==> src/xflp_pkg.sv <==
// Shared types, constants and helpers for the letter-parity Fenwick tree block.
package xflp_pkg;

  localparam int unsigned LETTER_COUNT = 26;
  localparam int unsigned CODE_W       = 5;
  localparam int unsigned IDX_W        = 12;
  localparam logic [CODE_W-1:0] EMPTY_CODE = 5'd31;

  typedef logic [LETTER_COUNT-1:0] mask_t;
  typedef logic [CODE_W-1:0]       code_t;
  typedef logic [IDX_W-1:0]        idx_t;

  typedef enum logic [3:0] {
    ST_CLEAR,
    ST_IDLE,
    ST_DECODE,
    ST_U_LTR,
    ST_U_RD,
    ST_U_WR,
    ST_Q1_ACC,
    ST_Q1_WAIT,
    ST_Q2_ACC,
    ST_Q2_WAIT,
    ST_FIN
  } state_t;

  // Commands from the controller to the datapath
  typedef struct packed {
    logic load;       // latch the accepted word
    logic clr_we;     // write reset values at the clear counter
    logic let_we;     // write the new letter, latch the delta
    logic tree_we;    // write back node ^ delta
    logic node_up;    // step to the next node of the update path
    logic node_down;  // step to the next node of the prefix walk
    logic node_left;  // start the walk ending at left - 1
    logic acc_ld;     // fold the read node into the accumulator
    logic out_ld;     // load the output register
  } dp_cmd_t;

  // Status from the datapath to the controller
  typedef struct packed {
    logic is_query;
    logic pos_ok;
    logic range_bad;
    logic clr_last;
    logic up_done;
    logic down_end;
    logic left_zero;
    logic out_free;
  } dp_sts_t;

  // One-hot letter bit; codes past z count as empty
  function automatic mask_t letter_bit(input code_t code);
    mask_t m;
    m = '0;
    if (code < CODE_W'(LETTER_COUNT)) begin
      m[code] = 1'b1;
    end
    return m;
  endfunction

endpackage

==> src/xflp_ctrl.sv <==
// Controller state machine: clearing sweep, update walk and two prefix walks.
module xflp_ctrl (
  input  logic             clk,
  input  logic             rst_n,
  input  logic             in_tvalid,
  output logic             in_tready,
  input  xflp_pkg::dp_sts_t sts,
  output xflp_pkg::dp_cmd_t cmd
);
  import xflp_pkg::*;

  state_t state_r, state_nxt;

  // State register
  always_ff @(posedge clk) begin
    if (!rst_n) begin
      state_r <= ST_CLEAR;
    end else begin
      state_r <= state_nxt;
    end
  end

  // Next state
  always_comb begin
    state_nxt = state_r;
    case (state_r)
      ST_CLEAR: begin
        if (sts.clr_last) state_nxt = ST_IDLE;
      end
      ST_IDLE: begin
        if (in_tvalid) state_nxt = ST_DECODE;
      end
      ST_DECODE: begin
        if (!sts.is_query) begin
          state_nxt = sts.pos_ok ? ST_U_LTR : ST_IDLE;
        end else begin
          state_nxt = sts.range_bad ? ST_FIN : ST_Q1_ACC;
        end
      end
      ST_U_LTR:   state_nxt = ST_U_WR;
      ST_U_RD:    state_nxt = ST_U_WR;
      ST_U_WR: begin
        state_nxt = sts.up_done ? ST_IDLE : ST_U_RD;
      end
      ST_Q1_ACC: begin
        if (!sts.down_end) begin
          state_nxt = ST_Q1_WAIT;
        end else begin
          state_nxt = sts.left_zero ? ST_FIN : ST_Q2_WAIT;
        end
      end
      ST_Q1_WAIT: state_nxt = ST_Q1_ACC;
      ST_Q2_ACC: begin
        state_nxt = sts.down_end ? ST_FIN : ST_Q2_WAIT;
      end
      ST_Q2_WAIT: state_nxt = ST_Q2_ACC;
      ST_FIN: begin
        if (sts.out_free) state_nxt = ST_IDLE;
      end
      default: state_nxt = ST_CLEAR;
    endcase
  end

  // Outputs
  always_comb begin
    cmd       = '0;
    in_tready = 1'b0;
    case (state_r)
      ST_CLEAR: cmd.clr_we = 1'b1;
      ST_IDLE: begin
        in_tready = 1'b1;
        cmd.load  = in_tvalid;
      end
      ST_U_LTR: cmd.let_we = 1'b1;
      ST_U_WR: begin
        cmd.tree_we = 1'b1;
        cmd.node_up = 1'b1;
      end
      ST_Q1_ACC: begin
        cmd.acc_ld    = 1'b1;
        cmd.node_down = !sts.down_end;
        cmd.node_left = sts.down_end;
      end
      ST_Q2_ACC: begin
        cmd.acc_ld    = 1'b1;
        cmd.node_down = !sts.down_end;
      end
      ST_FIN: cmd.out_ld = sts.out_free;
      default: cmd = '0;
    endcase
  end

endmodule

==> config.mk <==
export PLATFORM = sky130hd
export DESIGN_NAME = xflp_ctrl
export DESIGN_NICKNAME = d
export VERILOG_FILES = /design/src/xflp_pkg.sv /design/src/xflp_ctrl.sv
export SDC_FILE = /design/constraint.sdc
export NUM_CORES = 1
export LEC_CHECK = 0
export BUFFER_PORTS_ARGS = -buffer_cell sky130_fd_sc_hd__buf_2
export CORE_AREA = 5 5 42 44
export CTS_BUF_LIST = sky130_fd_sc_hd__clkbuf_2 sky130_fd_sc_hd__clkbuf_4 sky130_fd_sc_hd__clkbuf_8
export DETAILED_ROUTE_END_ITERATION = 16
export DIE_AREA = 0 0 47 49
export PLACE_DENSITY = 0.67
export RECOVER_POWER = 100
export SKIP_CTS_REPAIR_TIMING = 1
export SLEW_MARGIN = 10
export SYNTH_ARGS = -nofsm -noshare
export SYNTH_HDL_FRONTEND = slang
export SYNTH_SLANG_ARGS = --single-unit
export TNS_END_PERCENT = 1
==> constraint.sdc <==
create_clock -name clk -period 1.4 [get_ports clk]
set_input_delay 0.14 -clock clk [delete_from_list [all_inputs] [get_ports clk]]
set_output_delay 0.14 -clock clk [all_outputs]
set_load 0.03 [all_outputs]
==> results.ini, run 1 <==
[drt]
wl_per_cell_um = 13.8
wl_um = 1420
drc = 0
vias_per_cell = 5.47
vias = 563
drt_iter0_drc = 17
ant_nets = 0
drt_first_pass_iters = 4

[setup_path]
cp_slowest_stage_delay_ns = 0.40
crit_buf_inv = 1
rr_endpoint = state_r[1]$_SDFFE_PN0P_
reg2reg_from = state_r[1]$_SDFFE_PN0P_
start_kind = flop
worstSetupEndpointType = output port
crit_required_ns = 1.26
slowest_stage = dfxtp_4
regToRegSetupSlack_ns = 0.10
worstSetupPathType = reg2out
critPathMaxFanout = 8
worstPathCellList = nor2b_4 -> mux2i_2 -> nor3_2 -> buf_4
worstRegToRegCells = 5
crit_family = flip-flops
critical_path_arrival_ns = 1.22

[final_layout]
nNetsFinal = 100
stdcell_count = 103
top_regs = state_r: 4 flops
antenna_cells = 0
area_delta_synth_final_pct = 48.7
drive_gt1_share_pct = 48.3
largest_register = state_r
fillerInstances = 145
post-route-cell-area_um2 = 664
largest_reg_flops = 4

[sta]
finalWorstSetupSlack_ns = 0.0436
fin_skew_ns = 0.00902
tightest_slew_ns = 0.256
rsz0062_at_grt = yes
fin_tns_setup_ns = 0
max_freq_mhz = 737
maxSlewViolCount = 0
finalCritPeriodShare_pct = 96.9
relSlewSlack_pct = 83.0
hold_violations = 0
setup_viol_count_final = 0
period_needed_ns = 1.36

[cts]
clock-sinks = 4
cts_tree = done
htreeDepth = 1
numCtsBuffers = 3
clkTransAtPathRegs_ns = 0.03
root_buffer = clkbuf_4
clk_path_buf_depth = 2
clkLatencyLatePin_ns = 0.24

[placement]
gp_congestion = 0.882
dp.cells = 98
placed_cell_area_um2 = 581
dp_hpwl_um = 1100
dp_slack_ns = 0.0248
portBuffers = 20

[global_routing]
grt_pass1_vias = 468
antenna_found_initial = 0
grt_first_pass_wirelength_um = 2000
grt_overflow_total = 0
grt.total_usage_pct = 12.1
grt_max_degree = 11

[pwr]
p_leak_nw = 0.308
ir_drop_v = 0.000728
pwr_density_cell_nw_per_um2 = 1680

[synth]
ys_ff_latch = 4
netlist_instances = 61
syn-cell-area_um2 = 447
yosysWarnings = 0
ys_types = 33
syn_nets = 72
ys_seq_area_share_pct = 17.9
syn_area_per_cell_um2 = 7.32

[floorplan]
row_count = 14
core_um2 = 1400
die_w_um = 47
initial_utilization_pct = 31.9
fp.dieH_um = 49
die_area_um2 = 2300
ios = 21

[flow_run]
cap_violations = 0

[worst_hold_path]
holdPathStages = 2
min_from = rst_n
hold_class = in2reg
holdPathEnd = state_r[2]$_SDFFE_PN0P_

[outcome]
run_status = completed

## final cells by class
cell class,count,area (um2),area share (%)
Multi-Input combinational cell,50,352,52.9
Timing Repair Buffer,28,170,25.6
Sequential cell,4,92.6,13.9
Clock buffer,3,22.5,3.39
Tap cell,16,20.0,3.01
Inverter,2,7.51,1.13
## per-layer routing
metal,share of wire (%),global-route usage [%],wire length (um),up-vias
met5,0,0,0,-
met2,49,17.2,691,22
met4,2.5,5.53,36,0
met1,41,15.4,577,261
met3,8.3,4.80,118,4
li1,-,-,-,276
## per-stage QoR
stage / util, % / total power [mW] / hold slack (ns)
CTS: 43.0 / 1.04 / 0.181
detailed placement: 41.4 / 0.886 / 0.426
floorplan: - / 0.714 / 0.262
finish: 47.4 / 1.11 / 0.179
global route: 47.4 / 1.19 / 0.191
global placement: 41.4 / 0.880 / 0.416
## worst max-delay path by stage
stage,start,to,slack [ns],cells after the start
final,state_r[3]$_SDFFE_PN0P_,cmd[3],0.04,4
after global routing,state_r[1]$_SDFFE_PN0P_,cmd[1],-0.02,4
after CTS,state_r[3]$_SDFFE_PN0P_,cmd[3],-0.23,4
after detailed placement,state_r[3]$_SDFFE_PN0P_,cmd[3],0.02,4
after global placement,state_r[3]$_SDFFE_PN0P_,cmd[3],0.06,4
after floorplan,state_r[3]$_SDFFE_PN0P_,cmd[1],0.02,3
## cells in the final DEF, fill, tap and decap left out, types with 2 or more instances in the layout
master	n
and3_1	4
and2_1	3
buf_2	16
clkbuf_4	3
buf_4	12
a211oi_1	2
inv_1	2
nand2b_1	2
nand2_1	2
o21ai_0	3
nor2b_1	2
dfxtp_4	3
a21oi_1	4
nor2_1	6
nor2b_4	4
## kinds of logic after synthesis
family	after synthesis	share of synthesized area, %
buf+inv	7	9.80
flops	4	17.9
simple gates	29	39.5
compound gates	20	30.5
mux	1	2.24
## synthesized netlist by cell type, drive strengths merged
library cell	number	area, um2
nor3	1	5.00
or2	1	6.26
a211oi	2	15.0
buf	5	36.3
o32ai	1	8.76
and2	3	18.8
nand4b	1	8.76
nand2	2	7.51
nand3	1	5.00
a21oi	4	20.0
and3	4	25.0
o22ai	1	6.26
dfxtp	4	80.1
inv	2	7.51
a31oi	1	6.26
o221ai	1	8.76
nand2b	2	12.5
mux2i	1	10.0
nor2b	6	52.6
o21ai	4	20.0
a21boi	2	15.0
nand4	1	6.26
a22o	1	8.76
a32oi	1	8.76
o32a	1	10.0
a2bb2oi	1	8.76
nor2	7	28.8
## report_power, final
group	switching [mW]	leakage (nW)	internal [mW]
registers	0.0656	0.0353	0.157
logic	0.398	0.259	0.345
clock network	0.0507	0.0138	0.0961
total	0.515	0.308	0.598
No activity file was read; power rests on OpenSTA's default activity.
==> inputs of run 2 (changes only) <==
--- a/config.mk
+++ b/config.mk
@@ -12,6 +12,7 @@
 export DIE_AREA = 0 0 47 49
 export PLACE_DENSITY = 0.67
 export RECOVER_POWER = 100
+export SETUP_SLACK_MARGIN = 0.5
 export SKIP_CTS_REPAIR_TIMING = 1
 export SLEW_MARGIN = 10
 export SYNTH_ARGS = -nofsm -noshare
==> run 2 against run 1 <==
Highest routed layer is now met3; core utilization grew 10 points; critical path type unchanged; critical path depth is the same; largest cell class unchanged; sequential power is 9% lower.
==> results.ini, run 2 (synthesis gave the netlist of run 1 again) <==
[worst_hold_path]
holdPathStages = 3  ; was 2
hold_class = in2reg  ; unchanged

[pwr]
pwr-share-clk_pct = 11.0  ; was 13.2%
ir_drop_v = 0.000617  ; was 0.000728 V
switching_share_pct = 43.6  ; was 46.2%
switchingPower_mw = 0.564  ; was 0.515 mW
p_int_mw = 0.730  ; was 0.598 mW
p_seq_share_pct = 15.7  ; was 20.0%
pwr_density_cell_nw_per_um2 = 1600  ; was 1680 nW/um2
finalPower_mw = 1.29  ; was 1.11 mW
p_leak_nw = 0.354  ; was 0.308 nW
pwr-share-comb_pct = 73.2  ; was 66.8%

[cts]
numCtsBuffers = 3  ; unchanged
clk_path_buf_depth = 2  ; unchanged
clock-sinks = 4  ; unchanged
clkTransAtPathRegs_ns = 0.03  ; about the same
clkLatencyLatePin_ns = 0.24  ; about the same
htreeDepth = 1  ; unchanged
root_buffer = clkbuf_4  ; unchanged
cts_tree = done  ; unchanged

[setup_path]
worstSetupEndpointType = output port  ; unchanged
rr_endpoint = state_r[0]$_SDFFE_PN0P_  ; was state_r[1]$_SDFFE_PN0P_
worstSetupEndpoint = cmd[0]  ; was cmd[3]
worstSetupPathType = reg2out  ; unchanged
regToRegSetupSlack_ns = 0.11  ; was 0.10 ns
critPathMaxFanout = 3  ; was 8
reg2reg_from = state_r[2]$_SDFFE_PN0P_  ; was state_r[1]$_SDFFE_PN0P_
critical_path_arrival_ns = 1.23  ; was 1.22 ns
worstRegToRegCells = 5  ; unchanged
crit_required_ns = 1.26  ; about the same
critPathLaunch = state_r[3]$_SDFFE_PN0P_  ; unchanged
start_kind = flop  ; unchanged

[final_layout]
mostFrequentLayoutCells = 13 x buf_2, 10 x buf_4, 8 x buf_6  ; was 16 x buf_2, 12 x buf_4, 6 x nor2_1
post-route-cell-area_um2 = 811  ; was 664 um2
largest_register = state_r  ; unchanged
largest_reg_flops = 4  ; unchanged
area_delta_synth_final_pct = 81.5  ; was 48.7%
nNetsFinal = 107  ; was 100
top_regs = state_r: 4 flops  ; unchanged
stdcell_count = 110  ; was 103
drive_gt1_share_pct = 59.6  ; was 48.3%
antenna_cells = 0  ; unchanged
final_common_cell = buf_2  ; unchanged

[drt]
ant_nets = 0  ; unchanged
drt_first_pass_iters = 5  ; was 4
vias = 590  ; was 563
drc = 0  ; unchanged
wl_per_cell_um = 13.8  ; about the same
vias_per_cell = 5.36  ; was 5.47
drt_iter0_drc = 20  ; was 17
wl_um = 1520  ; was 1420 um

[sta]
fin_tns_setup_ns = 0  ; unchanged
hold_violations = 0  ; unchanged
max_freq_mhz = 732  ; was 737 MHz
whs_ns = 0.206  ; was 0.179 ns
tightest_slew_ns = 0.291  ; was 0.256 ns
setup_viol_count_final = 0  ; unchanged
fin_skew_ns = 0.00589  ; was 0.00902 ns
period_needed_ns = 1.37  ; was 1.36 ns
finalCritPeriodShare_pct = 97.6  ; was 96.9%
rsz0062_at_grt = yes  ; unchanged
maxSlewViolCount = 0  ; unchanged
relSlewSlack_pct = 80.6  ; was 83.0%

[global_routing]
grt_first_pass_wirelength_um = 2020  ; was 2000 um
grt_pass1_vias = 478  ; was 468
grt_max_degree = 17  ; was 11
grt.total_usage_pct = 11.7  ; was 12.1%
grt_overflow_total = 0  ; unchanged
antenna_found_initial = 0  ; unchanged

[flow_run]
cap_violations = 0  ; unchanged

[floorplan]
die_w_um = 47  ; unchanged
ios = 21  ; unchanged
fp.dieH_um = 49  ; unchanged
row_count = 14  ; unchanged
die_area_um2 = 2300  ; unchanged
initial_utilization_pct = 31.9  ; unchanged
core_um2 = 1400  ; unchanged

[placement]
portBuffers = 20  ; unchanged
dp.cells = 94  ; was 98
dp_hpwl_um = 960  ; was 1100 um
gp_congestion = 0.898  ; was 0.882
placed_cell_area_um2 = 598  ; was 581 um2

[outcome]
run_status = completed  ; unchanged

==> run 2: cell count changes in the layout (fill, tap and decap cells not counted), sizes merged <==
cell    previous run  this run
clkbuf             3         5
buf               28        33
==> run 2: critical path, stage by stage (launching register included) <==
cell and delay, ns:
dfxtp_4 0.37, nor2b_4 0.21, buf_6 0.13, and3_4 0.16
buf_6 0.12
==> run 2: worst min-delay path by stage <==
stage	from	endpoint
4_1_cts	sts[5]	state_r[3]$_SDFFE_PN0P_
3_5_place_dp	rst_n	state_r[2]$_SDFFE_PN0P_
6_report	sts[5]	state_r[3]$_SDFFE_PN0P_
3_3_place_gp	rst_n	state_r[2]$_SDFFE_PN0P_
5_1_grt	sts[5]	state_r[3]$_SDFFE_PN0P_
2_1_floorplan	rst_n	state_r[2]$_SDFFE_PN0P_
==> run 2: through the flow <==
step                      setup slack, ns  util [%]
after floorplan                     0.234         -
after detailed placement           0.0308      42.7
after global placement             0.0433      42.7
after global routing              -0.0251      57.9
final                              0.0343      57.9
after CTS                          -0.123      44.3
==> run 2: final cells by class <==
cell class | count | area, um2
Inverter | 2 | 7.51
Sequential cell | 4 | 92.6
Fill cell | 127 | 591
Timing Repair Buffer | 35 | 283
Multi-Input combinational cell | 50 | 385
Clock buffer | 3 | 22.5
Tap cell | 16 | 20.0
==> run 2: layer usage <==
layer | vias to the layer above | track usage [%] | wire (um)
li1 | 292 | - | -
met1 | 271 | 16.2 | 649
met2 | 27 | 15.6 | 762
met3 | 0 | 3.32 | 110
met4 | 0 | 6.45 | 0
met5 | - | 0 | 0
==> run 2: power groups by stage <==
| stage | Clock [mW] | Sequential (mW) | Combinational (mW) |
|---|---|---|---|
| after floorplan | 0 | 0.173 | 0.602 |
| after global placement | 0 | 0.206 | 0.695 |
| after detailed placement | 0 | 0.208 | 0.692 |
| after CTS | 0.148 | 0.207 | 0.695 |
| after global routing | 0.156 | 0.208 | 1.01 |
| final | 0.143 | 0.204 | 0.948 |
